[src/rtl/lpri_pkg.sv]
package lpri_pkg;

    // Image geometry.
    localparam int COLUMNS = 2048;
    localparam int ROWS    = 128;

    // Field widths.
    localparam int XW   = 18;
    localparam int IW   = 16;
    localparam int CFGW = 15;
    localparam int ROWW = 7;
    localparam int COLW = 11;

    // Horizontal radius: r2 = x*x + y*y, then isqrt(r2 * 2^20).
    localparam int R2W   = 36;
    localparam int SQ_SH = 20;
    localparam int SQW   = 57;
    localparam int SQN   = 28;
    localparam int SQIW  = 5;
    localparam int RW    = 28;

    // CORDIC datapath and angles in 2^-20 turn.
    localparam int CW      = 48;
    localparam int AW      = 22;
    localparam int CN      = 19;
    localparam int CIW     = 5;
    localparam int OP_SH   = 24;
    localparam int R_SH    = 14;
    localparam int QUARTER = 262144;

    // Column and row arithmetic.
    localparam int TW    = 40;
    localparam int MW    = 48;
    localparam int RB    = $clog2(ROWS);
    localparam int DIW   = 3;
    localparam int ROWFW = 9;

    // Pipeline stage positions.
    localparam int ST_IN  = 0;
    localparam int ST_SQR = 1;
    localparam int ST_SUM = 2;
    localparam int ST_SQ0 = 3;
    localparam int ST_PRE = ST_SQ0 + SQN;
    localparam int ST_CO0 = ST_PRE + 1;
    localparam int ST_P1  = ST_CO0 + CN;
    localparam int ST_P2  = ST_P1 + 1;
    localparam int ST_P3  = ST_P2 + 1;
    localparam int ST_P4  = ST_P3 + 1;
    localparam int ST_DV0 = ST_P4 + 1;
    localparam int NST    = ST_DV0 + RB;

    // Register addresses (word index).
    localparam logic REG_UPPER = 1'b0;
    localparam logic REG_LOWER = 1'b1;

    // Per-item side data that travels down the pipeline.
    typedef struct packed {
        logic            ok;
        logic            hz;
        logic [IW-1:0]   inten;
        logic [XW-1:0]   x;
        logic [XW-1:0]   y;
        logic [XW-1:0]   z;
        logic [COLW-1:0] col;
    } side_t;

    // atan(2^-i) rounded to 2^-20 turn.
    function automatic logic signed [AW-1:0] atan_lut(input logic [CIW-1:0] idx);
        logic signed [AW-1:0] v;
        unique case (idx)
            5'd0:    v = 22'sd131072;
            5'd1:    v = 22'sd77376;
            5'd2:    v = 22'sd40884;
            5'd3:    v = 22'sd20753;
            5'd4:    v = 22'sd10417;
            5'd5:    v = 22'sd5213;
            5'd6:    v = 22'sd2607;
            5'd7:    v = 22'sd1304;
            5'd8:    v = 22'sd652;
            5'd9:    v = 22'sd326;
            5'd10:   v = 22'sd163;
            5'd11:   v = 22'sd81;
            5'd12:   v = 22'sd41;
            5'd13:   v = 22'sd20;
            5'd14:   v = 22'sd10;
            5'd15:   v = 22'sd5;
            5'd16:   v = 22'sd3;
            5'd17:   v = 22'sd1;
            5'd18:   v = 22'sd1;
            default: v = '0;
        endcase
        return v;
    endfunction

endpackage

[src/rtl/lpri_div_cell.sv]
module lpri_div_cell import lpri_pkg::*; (
    input  logic           aclk,
    input  logic           i_en,
    input  logic [DIW-1:0] i_idx,
    input  logic [MW-1:0]  i_div,
    input  logic [MW-1:0]  i_rem,
    input  logic [RB-1:0]  i_q,
    output logic [MW-1:0]  o_rem,
    output logic [RB-1:0]  o_q
);

    logic [MW-1:0] shifted;
    logic [MW-1:0] rem_reg, rem_next;
    logic [RB-1:0] q_reg, q_next;

    // One quotient bit of the restoring division.
    always_comb begin
        shifted = i_div << i_idx;
        if (i_rem >= shifted) begin
            rem_next = i_rem - shifted;
            q_next   = i_q | (RB'(1) << i_idx);
        end else begin
            rem_next = i_rem;
            q_next   = i_q;
        end
    end

    always_ff @(posedge aclk) begin
        if (i_en) begin
            rem_reg <= rem_next;
            q_reg   <= q_next;
        end
    end

    assign o_rem = rem_reg;
    assign o_q   = q_reg;

endmodule

[config.mk]
export PLATFORM = sky130hd
export DESIGN_NAME = lpri_div_cell
export DESIGN_NICKNAME = d
export VERILOG_FILES = /design/src/rtl/lpri_pkg.sv /design/src/rtl/lpri_div_cell.sv
export SDC_FILE = /design/constraint.sdc
export NUM_CORES = 1
export LEC_CHECK = 0
export ABC_CLOCK_PERIOD_IN_PS = 9800
export BUFFER_PORTS_ARGS = -buffer_cell sky130_fd_sc_hd__buf_2
export CAP_MARGIN = 20
export CORE_MARGIN = 3
export CORE_UTILIZATION = 42
export CTS_BUF_LIST = sky130_fd_sc_hd__clkbuf_4 sky130_fd_sc_hd__clkbuf_8
export DETAILED_ROUTE_END_ITERATION = 6
export MAX_ROUTING_LAYER = met4
export SLEW_MARGIN = 25
export SYNTH_ARGS = -nofsm -noshare
export SYNTH_HDL_FRONTEND = slang
export SYNTH_SLANG_ARGS = --single-unit
[constraint.sdc]
create_clock -name aclk -period 9.8 [get_ports aclk]
set_input_delay 1.47 -clock aclk [delete_from_list [all_inputs] [get_ports aclk]]
set_output_delay 1.47 -clock aclk [all_outputs]
set_load 0.05 [all_outputs]
## Word-level counts from Yosys, hierarchy flattened

Cells that the tools add are included.

| operators by class | value |
|---|---|
| $add $sub $neg | 1 |
| $lt $le $gt $ge | 1 |
| shift operators | 2 |
| muxes and demuxes | 2 |
| bitwise logic cells | 1 |

Operator list:

| cell | number |
|---|---|
| greater-or-equal comparator 48 bit | 1 |
| two-way mux 48 bit | 1 |
| left shift 48 x 3 -> 48 bit | 1 |
| subtractor 48 bit | 1 |
| two-way mux 7 bit | 1 |
| OR 7 bit | 1 |
| left shift 1 x 3 -> 7 bit, first input constant | 1 |

| storage, ports and cells | value |
|---|---|
| register bits | 55 |
| input bits | 108 |
| output and inout bits | 55 |
| logic and storage cells | 9 |

## Longest topological paths before layout

| depth | value |
|---|---|
| word-level depth | 3 |
| depth in mapped cells | 19 |

## Least setup slack after synthesis

No wires, ideal clock.

| timing path | value |
|---|---|
| kind | input-to-reg |
| start point | input i_idx[1] |
| end point | register rem_reg[43], in the netlist o_rem[43], data pin |
| library setup time | 0.255 ns |
| arrival | 5.155 ns |
| required time | 9.545 ns |
| setup slack | 4.390 ns |
| cell stages on the path | 16 |
| path buffers | 4 |
| path through | clkbuf_1 -> clkbuf_1 -> buf_1 -> mux4_2 -> mux2i_1 -> ha_1 -> clkbuf_1 -> a21o_1 -> a21o_1 -> a21oi_1 -> nand3_1 -> or3_1 -> nand4_1 -> a31oi_1 -> or3_1 -> a31o_1 |

| on the way | value |
|---|---|
| longest elaborated chain between the ends | 3 |
| elaborated cells between the ends (all ways) | 4 |
| those cells by class | add/sub (1); order compare (1); shift (1); mux (1) |

RTL lines:

| element | RTL line | text |
|---|---|---|
| from (decl) | lpri_div_cell.sv:4 | `input logic [DIW-1:0] i_idx,` |
| left shift 48 x 3 -> 48 bit (*) | lpri_div_cell.sv:18 | `shifted = i_div << i_idx;` |
| subtractor 48 bit / greater-or-equal comparator 48 bit (equally long branches) | lpri_div_cell.sv:20, lpri_div_cell.sv:19 |  |
| two-way mux 48 bit (*) | lpri_div_cell.sv:19 | `if (i_rem >= shifted) begin` |
| via rem_next[43] | lpri_div_cell.sv:13 | `logic [MW-1:0] rem_reg, rem_next;` |
| to (signal assigned) | lpri_div_cell.sv:30 | `rem_reg <= rem_next;` |
| to (decl) | lpri_div_cell.sv:13 |  |

The timed path passes the listed nets; every way through them passes the cells marked *.
A chain may end at the register's enable or synchronous reset.

## Worst setup path in the final report

| timing path | value |
|---|---|
| start point | input i_idx[0] |
| end point | register rem_reg[45], in the netlist o_rem[45], data pin |

Same word-level chain as after synthesis.

==> impl_metrics.py <==
metrics = {
    "status": {
        "status": "finished, final reports clean",
    },
    "yosys": {
        "synth_area_per_cell_um2": 9.165,
        "ys_async_sr_fraction_pct": 0,
        "ys.flop_type": "edfxtp_1",
        "synth_edf_count": 55,
        "synth_seq_area_share_pct": 24.12,
        "yosysWarnings": 0,
        "syn_inst": 747,
        "synth.distinct_cells": 80,
        "syn-num-nets": 905,
        "ys_ff_latch": 55,
        "synth_area_um2": 6847,
    },
    "finish": {
        "areaGrowthSynthToFinish_pct": 13.63,
        "drive_gt1_share_pct": 27.43,
        "insertedDiodeCount": 0,
        "instances_no_fill": 1091,
        "fin_nets": 1032,
    },
    "detailed_routing": {
        "routed_wl_um": 20710,
        "postRouteAntennaNets": 0,
        "drcViolationCount": 0,
        "drt_iter0_drc": 551,
        "vias_per_cell": 5.876,
        "wl_per_cell_um": 18.98,
        "drt-pass1-iter-count": 5,
        "vias": 6411,
    },
    "worst_setup_path": {
        "cp_num_buf_inv": 4,
        "critPathTopFamily": "buffers and inverters",
        "cpMostUsedCell": "buf_4",
        "critPathCaptureType": "register",
        "critical_path_class": "in2reg",
        "required_ns": 9.92,
        "start_kind": "input port",
        "crit_path_cell_trace": "buf_2, buf_4, inv_1, a211oi_1, a21oi_1, mux2i_1, ha_1, and3_4, and2b_4, nand4_1, a2111o_1, o21ai_2, or2_2, buf_4, nor2_1, a311oi_1",
        "slowest_delay_ns": 0.59,
        "crit_path_max_fanout": 71,
        "critical_path.slowest_cell": "buf_4",
        "cp.arrival_ns": 6.29,
    },
    "timing": {
        "max-slew-margin-rel_pct": 49.66,
        "rsz0062_at_grt": "false",
        "tightest_slew_ns": 0.7487,
        "layout_min_cycle_time_ns": 6.173,
        "fin_crit_sh_pct": 62.98,
        "setup_tns_ns": 0,
        "slew_violations": 0,
        "fmax_mhz": 162.0,
        "hold_violations": 0,
        "setup_viol": 0,
    },
    "grt": {
        "grt_max_degree": 72,
        "grt_pass1_wl_um": 32570,
        "antenna_found_initial": 0,
        "grt_pass1_vias": 6182,
        "grt.overflow.total": 0,
        "grt_util_all_layers_pct": 23.40,
    },
    "placement": {
        "hpwl_um": 16220,
        "place.gp.congestion": 0.9732,
        "portBuffers": 162,
        "place_inst": 1083,
    },
    "floorplanning": {
        "dieHeight_um": 133.7,
        "coreArea_um2": 15940,
        "start_util_pct": 42.94,
        "fp.dieW_um": 133.7,
        "io_pins": 163,
        "dieArea_um2": 17870,
        "rows": 46,
    },
    "power_and_ir_drop": {
        "power.share.sequential_pct": 27.1,
        "cell_internal_pwr_w": 0.0006173,
        "switchingPower_w": 0.0005876,
        "p_comb_share_pct": 61.4,
        "peakVddDrop_v": 0.00007161,
        "leakage_nw": 3.424,
        "clkPwrFrac_pct": 11.5,
        "p_per_area_nw_per_um2": 154.9,
        "swShare_pct": 48.77,
        "fin_total_pwr_w": 0.001205,
    },
    "min_path": {
        "worstHoldEndpoint": "o_q[1]$_DFFE_PP_",
        "hp-class": "in2reg",
        "hp-start": "i_q[1]",
        "whs_path_depth": 2,
    },
    "clocking": {
        "cts_max_level": 2,
        "cts_setup_buffers": 0,
        "clock_path_buffers": 2,
        "cts_tree": "done",
        "clock_sinks": 55,
        "cts_hold_buf": 0,
        "numCtsBuffers": 5,
        "cts_root_buffer": "clkbuf_8",
        "cts_resized": 0,
        "clkTransAtPathRegs_ns": 0.12,
    },
    "job": {
        "cap_violations": 0,
    },
}
-- final cells by class --
| cell class | instances | area, um^2 |
|---|---|---|
| Clock buffer | 5 | 68.82 |
| Sequential cell | 55 | 1652 |
| Fill cell | 1584 | 8163 |
| Inverter | 12 | 45.04 |
| Tap cell | 216 | 270.3 |
| Clock inverter | 3 | 20.02 |
| Timing Repair Buffer | 168 | 855.8 |
| Multi-Input combinational cell | 632 | 4868 |
-- metrics by stage --
stage               util [%]  hold slack [ns]  setup WS (ns)  area (um^2)
floorplan                  -            1.583          4.390         6847
global placement       48.24            1.718          3.358         7691
detailed placement     48.24            1.725          3.271         7691
CTS                    48.80            1.355          3.630         7780
global route           48.80            1.358          3.117         7780
finish                 48.80            1.372          3.627         7780
-- worst max path at each step --
stage | slack [ns] | depth (start not counted) | from | end
3_3_place_gp | 3.36 | 14 | i_idx[0] | o_rem[35]$_DFFE_PP_
4_1_cts | 3.63 | 16 | i_idx[0] | o_rem[45]$_DFFE_PP_
2_1_floorplan | 4.39 | 16 | i_idx[1] | o_rem[43]$_DFFE_PP_
5_1_grt | 3.12 | 16 | i_idx[0] | o_rem[45]$_DFFE_PP_
3_5_place_dp | 3.27 | 16 | i_idx[0] | o_q[5]$_DFFE_PP_
6_report | 3.63 | 16 | i_idx[0] | o_rem[45]$_DFFE_PP_
-- cells by family (layout without fill, tap and decap cells) --
logic type | after synthesis | count (layout) | synth area share (%)
simple gates | 213 | 213 | 14.51
buf+inv | 60 | 188 | 4.806
xor+xnor | 39 | 39 | 4.989
fa+ha+maj | 50 | 50 | 9.247
compound gates | 238 | 238 | 22.77
mux | 92 | 92 | 19.55
flops | 55 | 55 | 24.12
-- registers in the layout, summed over array words and instances, names as in the netlist --
register,flops
o_q,7
o_rem,48
-- cell usage in the layout, fill, tap and decap left out, types with 3 or more instances in the layout --
cell | Yosys | final
a211o_1 | 3 | 3
a211oi_1 | 9 | 9
a21o_1 | 35 | 35
a21oi_1 | 85 | 85
a31o_2 | 8 | 8
a31oi_1 | 12 | 12
and2_1 | 4 | 4
and3_1 | 9 | 9
buf_2 | 9 | 162
buf_4 | 4 | 6
clkbuf_8 | 2 | 5
edfxtp_1 | 55 | 55
ha_1 | 49 | 49
inv_1 | 12 | 12
mux2_2 | 4 | 4
mux2i_1 | 55 | 55
mux4_2 | 33 | 33
nand2_1 | 60 | 60
nand2b_1 | 5 | 5
nand3_1 | 15 | 15
nand4_1 | 12 | 12
nor2_1 | 76 | 75
nor2b_1 | 5 | 5
nor3_1 | 7 | 7
nor4_1 | 3 | 3
o211ai_1 | 4 | 4
o21a_1 | 3 | 3
o21ai_0 | 38 | 38
o21bai_1 | 7 | 7
o31ai_1 | 4 | 4
or2_2 | 2 | 3
or3_1 | 3 | 3
xnor2_1 | 17 | 17
xor2_1 | 22 | 22
-- Yosys cell counts, drive strengths merged, types with 5 or more instances --
master / n / area, um^2
xnor2: 17 / 148.9
nand4: 12 / 75.07
xor2: 22 / 192.7
nor2: 76 / 285.3
a21oi: 86 / 434.2
nor2b: 5 / 31.28
a31o: 9 / 78.83
buf: 24 / 158.9
ha: 49 / 613.1
mux4: 33 / 743.2
nor3: 8 / 45.04
clkbuf: 23 / 115.1
a21o: 35 / 262.8
a211oi: 9 / 67.56
and2: 6 / 38.79
and3: 11 / 75.07
edfxtp: 55 / 1652
mux2i: 55 / 550.5
o211ai: 5 / 42.54
nand3: 15 / 75.07
nand2b: 5 / 31.28
o21bai: 7 / 52.55
o31ai: 5 / 51.30
inv: 12 / 45.04
a31oi: 12 / 75.07
nand2: 61 / 236.5
o21ai: 40 / 203.9
-- per-layer routing --
layer / share of wire (%) / GRT usage, %
met4: 1.4 / 4.743
met2: 47 / 37.02
met3: 6.2 / 2.946
met5: 0 / -
met1: 45 / 32.60
-- power groups by stage --
| stage | logic, W | clock network, W | registers, W |
|---|---|---|---|
| after global routing | 0.000801 | 0.000154 | 0.000331 |
| after global placement | 0.000733 | 0 | 0.000333 |
| after floorplan | 0.000422 | 0 | 0.000485 |
| after detailed placement | 0.000731 | 0 | 0.000332 |
| final | 0.000739 | 0.000139 | 0.000327 |
| after CTS | 0.000735 | 0.000143 | 0.000328 |
No activity file was read; power rests on OpenSTA's default activity.
