==> src/rtl/lpri_pkg.sv <==
package lpri_pkg;

    // Image geometry.
    localparam int COLUMNS = 2048;
    localparam int ROWS    = 128;

    // Field widths.
    localparam int XW   = 18;
    localparam int IW   = 16;
    localparam int CFGW = 15;
    localparam int ROWW = 7;
    localparam int COLW = 11;

    // Horizontal radius: r2 = x*x + y*y, then isqrt(r2 * 2^20).
    localparam int R2W   = 36;
    localparam int SQ_SH = 20;
    localparam int SQW   = 57;
    localparam int SQN   = 28;
    localparam int SQIW  = 5;
    localparam int RW    = 28;

    // CORDIC datapath and angles in 2^-20 turn.
    localparam int CW      = 48;
    localparam int AW      = 22;
    localparam int CN      = 19;
    localparam int CIW     = 5;
    localparam int OP_SH   = 24;
    localparam int R_SH    = 14;
    localparam int QUARTER = 262144;

    // Column and row arithmetic.
    localparam int TW    = 40;
    localparam int MW    = 48;
    localparam int RB    = $clog2(ROWS);
    localparam int DIW   = 3;
    localparam int ROWFW = 9;

    // Pipeline stage positions.
    localparam int ST_IN  = 0;
    localparam int ST_SQR = 1;
    localparam int ST_SUM = 2;
    localparam int ST_SQ0 = 3;
    localparam int ST_PRE = ST_SQ0 + SQN;
    localparam int ST_CO0 = ST_PRE + 1;
    localparam int ST_P1  = ST_CO0 + CN;
    localparam int ST_P2  = ST_P1 + 1;
    localparam int ST_P3  = ST_P2 + 1;
    localparam int ST_P4  = ST_P3 + 1;
    localparam int ST_DV0 = ST_P4 + 1;
    localparam int NST    = ST_DV0 + RB;

    // Register addresses (word index).
    localparam logic REG_UPPER = 1'b0;
    localparam logic REG_LOWER = 1'b1;

    // Per-item side data that travels down the pipeline.
    typedef struct packed {
        logic            ok;
        logic            hz;
        logic [IW-1:0]   inten;
        logic [XW-1:0]   x;
        logic [XW-1:0]   y;
        logic [XW-1:0]   z;
        logic [COLW-1:0] col;
    } side_t;

    // atan(2^-i) rounded to 2^-20 turn.
    function automatic logic signed [AW-1:0] atan_lut(input logic [CIW-1:0] idx);
        logic signed [AW-1:0] v;
        unique case (idx)
            5'd0:    v = 22'sd131072;
            5'd1:    v = 22'sd77376;
            5'd2:    v = 22'sd40884;
            5'd3:    v = 22'sd20753;
            5'd4:    v = 22'sd10417;
            5'd5:    v = 22'sd5213;
            5'd6:    v = 22'sd2607;
            5'd7:    v = 22'sd1304;
            5'd8:    v = 22'sd652;
            5'd9:    v = 22'sd326;
            5'd10:   v = 22'sd163;
            5'd11:   v = 22'sd81;
            5'd12:   v = 22'sd41;
            5'd13:   v = 22'sd20;
            5'd14:   v = 22'sd10;
            5'd15:   v = 22'sd5;
            5'd16:   v = 22'sd3;
            5'd17:   v = 22'sd1;
            5'd18:   v = 22'sd1;
            default: v = '0;
        endcase
        return v;
    endfunction

endpackage

==> src/rtl/lpri_sqrt_cell.sv <==
module lpri_sqrt_cell import lpri_pkg::*; (
    input  logic            aclk,
    input  logic            i_en,
    input  logic [SQIW-1:0] i_idx,
    input  logic [SQW-1:0]  i_rem,
    input  logic [SQW-1:0]  i_res,
    output logic [SQW-1:0]  o_rem,
    output logic [SQW-1:0]  o_res
);

    logic [SQW-1:0] sq_bit;
    logic [SQW-1:0] trial;
    logic [SQW-1:0] rem_reg, rem_next;
    logic [SQW-1:0] res_reg, res_next;

    // One result bit of the restoring square root.
    always_comb begin
        sq_bit = SQW'(1) << {i_idx, 1'b0};
        trial  = i_res + sq_bit;
        if (i_rem >= trial) begin
            rem_next = i_rem - trial;
            res_next = (i_res >> 1) + sq_bit;
        end else begin
            rem_next = i_rem;
            res_next = i_res >> 1;
        end
    end

    always_ff @(posedge aclk) begin
        if (i_en) begin
            rem_reg <= rem_next;
            res_reg <= res_next;
        end
    end

    assign o_rem = rem_reg;
    assign o_res = res_reg;

endmodule

==> config.mk <==
export PLATFORM = sky130hd
export DESIGN_NAME = lpri_sqrt_cell
export DESIGN_NICKNAME = d
export VERILOG_FILES = /design/src/rtl/lpri_pkg.sv /design/src/rtl/lpri_sqrt_cell.sv
export SDC_FILE = /design/constraint.sdc
export NUM_CORES = 1
export LEC_CHECK = 0
export BUFFER_PORTS_ARGS = -buffer_cell sky130_fd_sc_hd__buf_2
export CAP_MARGIN = 0
export CORE_AREA = 4 4 178 214
export CTS_BUF_LIST = sky130_fd_sc_hd__clkbuf_8
export CTS_CLUSTER_DIAMETER = 200
export CTS_CLUSTER_SIZE = 25
export DETAILED_ROUTE_END_ITERATION = 7
export DIE_AREA = 0 0 182 218
export PLACE_DENSITY = 0.6
export SLEW_MARGIN = 20
export SYNTH_ARGS = -nofsm -noshare
export SYNTH_HDL_FRONTEND = slang
export SYNTH_SLANG_ARGS = --single-unit
==> constraint.sdc <==
create_clock -name aclk -period 6 [get_ports aclk]
set_input_delay 0.6 -clock aclk [delete_from_list [all_inputs] [get_ports aclk]]
set_output_delay 0.6 -clock aclk [all_outputs]
set_load 0.05 [all_outputs]
Word level (Yosys, flattened, before mapping) --
Cells that the tools add are included.
Storage, ports and cells: register bits 114, input port bits 121, word-level logic and storage cells 10
Operators by class: add/sub/neg operators 3, $lt $le $gt $ge 1, shift-type cells 1, muxes and demuxes 2
Operators with widths (count):
- $add A56 B57 Y57 | 1
- $add A57 B57 Y57 | 1
- $ge A57 B57 Y1 | 1
- $mux W57 | 1
- $shl A1 B6 Y57 const A | 1
- $sub A57 B57 Y57 | 1
- $mux W56 | 1

Logic depth before layout (Yosys ltp) --
Gate-level depths: netlist (run 1).
word-level depth 4, gate-level depth with buffers 28, mapped depth without buffers 25

Worst setup path after synthesis (run 1) --
OpenSTA, ideal clock, no wires.
path kind input port to flip-flop, from input i_idx[4], to register rem_reg[56], in the netlist o_rem[56] (data pin), arrival 5657 ps, required time 5734 ps, slack 78 ps, stages 25, buffers on the path 3, cells stage by stage buf_4 -> or3b_1 -> buf_2 -> nor2_1 -> ha_1 -> a31oi_1 -> nor2_1 -> a211o_1 -> a311oi_2 -> o21ai_2 -> a211oi_2 -> nor2_1 -> or2_1 -> xnor2_1 -> ha_1 -> clkbuf_1 -> a21o_1 -> a21o_1 -> a2111oi_0 -> nor4_1 -> a211oi_1 -> o221ai_1 -> a2111oi_0 -> or4_1 -> a31oi_1
On the way: longest elaborated chain between the ends 4
RTL lines:
- from (decl) | RTL line lpri_sqrt_cell.sv:4 | input logic [SQIW-1:0] i_idx,
- $shl A1 B6 Y57 (*) | RTL line lpri_sqrt_cell.sv:18 | sq_bit = SQW'(1) << {i_idx, 1'b0};
- $add A57 B57 Y57 (*) | RTL line lpri_sqrt_cell.sv:19 | trial = i_res + sq_bit;
- $sub A57 B57 Y57 or $ge A57 B57 Y1 (tied branches) | RTL line lpri_sqrt_cell.sv:21, lpri_sqrt_cell.sv:20
- $mux W57 (*) | RTL line lpri_sqrt_cell.sv:20 | if (i_rem >= trial) begin
- via rem_next[56] | RTL line lpri_sqrt_cell.sv:13 | logic [SQW-1:0] rem_reg, rem_next;
- to (signal assigned) | RTL line lpri_sqrt_cell.sv:31 | rem_reg <= rem_next;
- to (decl) | RTL line lpri_sqrt_cell.sv:13
The timed path passes the listed nets; every way through them passes the cells marked *. A chain may end at the register's enable or synchronous reset.

Worst setup path after layout (run 1) --
from input i_idx[2], to register res_reg[6], in the netlist o_res[6] (data pin)
On the way: longest elaborated chain between the ends 4
RTL lines:
- $shl A1 B6 Y57 (*) | RTL line lpri_sqrt_cell.sv:18
- $add A57 B57 Y57 | RTL line lpri_sqrt_cell.sv:19
- $ge A57 B57 Y1 | RTL line lpri_sqrt_cell.sv:20
- $mux W56 (*) | RTL line lpri_sqrt_cell.sv:20
- via res_next[6] | RTL line lpri_sqrt_cell.sv:14 | logic [SQW-1:0] res_reg, res_next;
- to (signal assigned) | RTL line lpri_sqrt_cell.sv:32 | res_reg <= res_next;
- to (decl) | RTL line lpri_sqrt_cell.sv:14
Marks and branches as above.

==> results.md, run 1 <==
- Initial antenna violation count: 12
- Synthesized area per cell: 8.16 sq um
- Most frequent cells in the layout: buf_4 (304), buf_2 (233), nor2_1 (171)
- Setup crit end kind: flip-flop
- Via density: 5.30
- Pre-antenna DRT Iters: 5
- Power per cell area: 215 nW/um^2
- Top_reg_cell synth: edfxtp_1
- Reg clk slew, reported paths: 0.09 ns
- VDD IR max: 0.134 mV
- CTS tree: yes
- CP arrival: 6.03 ns
- DR vias: 13344
- Final ANT Viol Nets: 0
- Num ports: 235
- Filler cell count: 3547
- CTS Buffer Depth: 2
- Syn. warnings: 0
- Internal: 2.19 mW
- Unrepaired setup endpoints after global routing: false
- Wire per inst: 18.2 um
- Die area: 39700 sq um
- Sequential-to-total area share from yosys stat: 0.275
- Grt total ovfl: 0
- Initial Util: 0.348
- Design area: roughly 17000 sq um
- Core Region: 35800 sq um
- Placed inst area: 16300 sq um
- Final Max Tran Viols: 0
- Hold depth: 3
- Vias in the first global route: 13039
- Clock Sink Count: between 100 and 150
- Fraction of registers with async set/reset: 0
- Clock network fraction of design power: 0.254
- Die Height: 218 um
- Pwr Total: around 3.7 mW
- Critical-path maximum fanout: 31
- Die width: 182 um
- Min Tclk post-route: 5.78 ns
- Period utilisation layout: 0.963
- Final nets: 2261
- Hold_buf cts: 0
- Slew margin rel.: 0.425
- Area delta synth->final: 36.3%
- Leak: 7.42 nW
- I/O Buffers: ~230
- Measured slew at the worst slew-check pin: approximately 0.86 ns
- Post-synth EDFFs: around 110
- Post-Syn Area: about 12000 sq um
- Cell count after synthesis: about 1500
- Critical path class: in2reg
- Total track usage: 0.225
- Max Cap Viol: 0
- Core Rows: 76
- CP startpoint kind: primary input
- Switching Share: 0.402
- Final setup fails: 0
- Status: finished, final reports clean
- Hold Fails Final Rpt: 0
- GP Congestion: 0.973
- Post-CTS sizing: 0
- CTS root buffer: clkbuf_8
- Net count after synthesis: 1763
- First-pass GRT wire length: 70500 um
- HP Class: in2reg
- Number of DRC markers in iteration 0: 842
- Required time of the critical path: ~6.3 ns
- Setup bufs post-CTS: 0
- Inserted Clock Buffers: 17
- Comb pwr share: 0.460
- DRC viols: 0
- Largest net degree at the start of global routing: 62
- Detailed placer's ending HPWL: 37700 um
- Wirelength, routed: 45800 um
- P_sw: 1.47 mW
- Leading cell type in the layout, fill and taps excluded: buf_4
- Post-synthesis sequential element count: approximately 110
- Count of cell types in the netlist: 86
- H-tree depth: 4
- Layout cells sized above 1: 0.317
- Peak Freq: about 170 MHz
- Sequential Power Share: 0.285
## worst max-delay path, cell delays in order
cell and delay [ns]:
buf_2 0.11, buf_4 0.15, or3_4 0.38, nor2_2 0.15
ha_1 0.27, a31o_2 0.27, a31o_2 0.24, a21oi_1 0.13
o21ai_0 0.10, a21o_2 0.22, a41o_2 0.31, a22oi_2 0.31
o41ai_4 0.16, a311o_1 0.36, nand3_1 0.11, ha_1 0.28
a21o_1 0.23, a211oi_2 0.33, a31oi_4 0.17, buf_4 0.17
a311o_2 0.43, buf_12 0.18, buf_4 0.19, nor2_1 0.10
a21oi_1 0.05
## flip-flops by register name, summed over array words and instances, names as in the netlist
register,count
o_rem,57
o_res,57
## cells by family after synthesis
kind of cell / after synthesis / synth area share
buffers and inverters: 95 / 0.0313
xor gates and xnor gates: 162 / 0.114
adders and majority gates: 114 / 0.115
AOI/OAI and AO/OA: 488 / 0.255
DFF: 114 / 0.275
and+or+nand+nor: 555 / 0.210
## through the flow
stage | worst slack (ns) | setup TNS [ns] | hold slack (ns) | cells | util
finish | 0.223 | 0 | 0.404 | 2516 | 0.474
global route | 0.000680 | 0 | 0.391 | 2515 | 0.474
CTS | 0.106 | 0 | 0.360 | 2507 | 0.469
detailed placement | -0.443 | -32.80 | 0.916 | 2475 | 0.456
global placement | -0.347 | -25.63 | 0.911 | 2475 | 0.456
floorplan | 0.0776 | 0 | 0.712 | 1528 | -
## power groups by stage
| stage | combinational, mW | clock, mW | sequential (mW) |
|---|---|---|---|
| 6_report | 1.68 | 0.930 | 1.04 |
| 5_1_grt | 1.81 | 0.981 | 1.05 |
| 4_1_cts | 1.67 | 0.952 | 1.05 |
| 3_5_place_dp | 1.66 | 0 | 1.06 |
| 3_3_place_gp | 1.65 | 0 | 1.06 |
| 2_1_floorplan | 0.646 | 0 | 1.44 |
## layer usage
metal,vias up,global-route usage,wire length (um)
li1,6680,-,-
met1,6183,0.299,20700
met4,6,0.0933,1500
met2,388,0.365,21100
met5,-,0,40
met3,87,0.0339,2340
## cells in the mapped netlist, types with 4 or more instances
cell type / number / area [sq um]
o21ai_0: 65 / 325
o31ai_1: 10 / 75.1
nor2b_1: 18 / 113
ha_1: 113 / 1410
nand4_1: 41 / 257
buf_2: 24 / 120
a31o_2: 12 / 105
and3_1: 22 / 138
a31oi_1: 54 / 338
nor4_1: 6 / 37.5
a21o_1: 39 / 293
nand2_1: 170 / 638
o211ai_1: 11 / 82.6
nor2_1: 178 / 668
nand3_1: 33 / 165
edfxtp_1: 114 / 3420
a21oi_1: 151 / 756
a2111oi_0: 4 / 35.0
o21ai_1: 36 / 180
nand3b_1: 5 / 37.5
or2_2: 4 / 25.0
nor3_1: 22 / 110
and2_1: 16 / 100
xor2_1: 87 / 762
nand2b_1: 11 / 68.8
inv_1: 32 / 120
a21boi_0: 5 / 37.5
and4_1: 7 / 61.3
a211o_1: 5 / 43.8
a211oi_1: 10 / 75.1
xnor2_1: 75 / 657
o21a_1: 6 / 45.0
o21bai_1: 19 / 143
clkbuf_1: 38 / 143
a21boi_1: 4 / 30.0
## final timing paths
kind	from	to	slack, ns
worst max-delay path	i_idx[2]	o_res[6]	0.22
worst min-delay path	i_rem[31]	o_rem[31]	0.40
## area by class of cell
cell class | count | area (sq um) | area share
repair buffers | 542 | 3550 | 0.209
clock buffers | 17 | 234 | 0.0138
clock inverters | 15 | 245 | 0.0144
multi-input cells | 1319 | 8810 | 0.518
diodes | 9 | 22.5 | 0.00133
flip-flops and latches | 114 | 3420 | 0.202
inverters | 32 | 120 | 0.00707
well taps | 468 | 586 | 0.0345
No activity file was read; power rests on OpenSTA's default activity.
==> run 2, diff against run 1 <==
- BUFFER_PORTS_ARGS: -buffer_cell sky130_fd_sc_hd__buf_2 -> -buffer_cell sky130_fd_sc_hd__buf_4
- PLACE_DENSITY: 0.6 -> 0.58
- clock period: 6 -> 6.4 ns (I/O delays scaled with it)
==> run 2 against run 1 <==
Net effect: global-route usage fell by 0.68 points; count of clock-buffer cells in the layout did not move; core utilization fell by 2.6 points; non-clock buffer count fell by 163; cell count fell by 6.7%; clock power fell by 34%; die area did not move; routed wire length fell by 3.8%; power fell by 14%; largest cell class unchanged; largest power group unchanged; highest routed layer is now met4.
==> results.md, run 2 (synthesized netlist as in run 1, its figures left out) <==
- Area delta synth->final: 28.8%
- CP startpoint kind: primary input
- Layout cells sized above 1: 0.243 (-0.0748)
- Max Cap Viol: 0 (unchanged)
- Crit path depth: 27 (+8.0%)
- Design area: 16100 sq um (-5.5%)
- CP arrival: 6.22 ns (+0.19 ns)
- Crit path top cell by count: buf_4
- Core Region: 35800 sq um (unchanged)
- Setup TNS Final: 0 ns (unchanged)
- Initial antenna violation count: 3 (-9)
- Required time of the critical path: 6.65 ns (+0.40 ns)
- Hold Fails Final Rpt: 0 (unchanged)
- Num ports: 235 (unchanged)
- Crit path from: i_idx[0]
- Slew margin rel.: 0.414 (-0.0113)
- CTS Buffer Depth: 2 (unchanged)
- Pre-CTS WS: -0.190 ns (+0.253 ns)
- CTS tree: yes
- GP Congestion: 0.947 (-2.6%)
- Grt total ovfl: 0 (unchanged)
- Buffers & Inverters on Critical Path: 4 (-1)
- Reg clk slew, reported paths: 0.07 ns (-0.02 ns)
- Setup bufs post-CTS: 0 (unchanged)
- Total track usage: 0.218 (-0.00679)
- Pre-antenna DRT Iters: 5 (unchanged)
- Peak Freq: 167 MHz
- DR vias: 12746 (-4.5%)
- Final setup fails: 0 (unchanged)
- Worst path max stage delay: 0.54 ns (+0.11 ns)
- Power per cell area: 195 nW/um^2 (-9.2%)
- Die width: 182 um (unchanged)
- HP Class: in2reg
- Most frequent cells in the layout: buf_4 (372), nor2_1 (177), nand2_1 (170)
- Min Tclk post-route: between 5 and 6 ns
- First-pass GRT wire length: 68400 um (-3.0%)
- VDD IR max: 0.115 mV (-14%)
- Final nets: 2098 (-7.2%)
- Hold_buf cts: 0 (unchanged)
- Vias in the first global route: 12544 (-3.8%)
- Via density: 5.43 (+2.4%)
- Measured slew at the worst slew-check pin: 0.879 ns (+0.0170 ns)
- Wire per inst: 18.8 um (+3.2%)
- Leading cell type in the layout, fill and taps excluded: buf_4
- I/O Buffers: 234 (unchanged)
- Status: finished, final reports clean
- Largest net degree at the start of global routing: 63 (+1.6%)
- Leak: 6.75 nW (-9.0%)
- Critical-path maximum fanout: 6 (-81%)
- CTS root buffer: clkbuf_8
- Detailed placer's ending HPWL: 36300 um (-3.6%)
- Wirelength, routed: 44000 um (-3.8%)
- Setup crit end kind: flip-flop
- Unrepaired setup endpoints after global routing: false
- Largest delay share family, worst path: compound AO/OA/AOI/OAI gates
- Final WS setup: 0.425 ns (+0.203 ns)
- H-tree depth: 4 (unchanged)
- Clock Sink Count: 114 (unchanged)
- End point of the critical path: o_rem[55]
- Inserted Clock Buffers: 17 (unchanged)
- CP max-delay cell: or3_2
- Die area: 39700 sq um (unchanged)
- DRC viols: 0 (unchanged)
- Initial Util: 0.348 (unchanged)
- Placed inst area: 15700 sq um (-3.8%)
- Final ANT Viol Nets: 0 (unchanged)
- Number of DRC markers in iteration 0: 961 (+14%)
- Die Height: 218 um (unchanged)
- Critical path class: in2reg
- Final Max Tran Viols: 0 (unchanged)
- Core Rows: 76 (unchanged)
- Period utilisation layout: 0.934
## run 2: final cells by class
| cell class | instances | area [sq um] |
|---|---|---|
| inverters | 32 | 120 |
| multi-input cells | 1319 | 8670 |
| clock inverters | 15 | 87.6 |
| flip-flops and latches | 114 | 3420 |
| diodes | 3 | 7.51 |
| repair buffers | 379 | 2930 |
| fillers | 3590 | 19800 |
| clock buffers | 17 | 234 |
| well taps | 468 | 586 |
## run 2: how the worst min path moves through the flow
stage,startpoint,cells after the start,to
CTS,i_rem[4],3,o_rem[4]
global route,i_rem[4],3,o_rem[4]
floorplan,i_en,0,o_rem[0]
detailed placement,i_rem[4],3,o_rem[4]
global placement,i_rem[4],3,o_rem[4]
finish,i_rem[4],3,o_rem[4]
## run 2: stage by stage
step / util / hold WS (ns) / instances / total power, mW
2_1_floorplan: - / 0.752 / 1528 / 1.95
6_report: 0.448 / 0.431 / 2347 / 3.14
3_3_place_gp: 0.439 / 0.928 / 2312 / 2.53
4_1_cts: 0.448 / 0.398 / 2344 / 3.16
3_5_place_dp: 0.439 / 0.939 / 2312 / 2.53
5_1_grt: 0.448 / 0.426 / 2347 / 3.31
## run 2: layer usage
layer	share of wire	GRT usage	vias up	wire length, um
met5	0	0	-	0
met4	0.027	0.0828	0	1200
met3	0.054	0.0359	62	2360
met2	0.46	0.352	393	20500
met1	0.45	0.293	5941	20000
li1	-	-	6350	-
## run 2: repair_timing
| action | CTS | global route |
|---|---|---|
| endpoints found under the setup margin | 0 | 14 |
| endpoints found under the hold margin | 0 | 0 |
| gates resized for setup | 0 | 1 |
## run 2: where the power goes
group	internal (mW)	switching (mW)	leakage (nW)	total (mW)
sequential	0.954	0.0312	1.12	0.985
combinational	0.559	0.980	5.45	1.54
clock	0.288	0.327	0.190	0.615
total	1.80	1.34	6.75	3.14
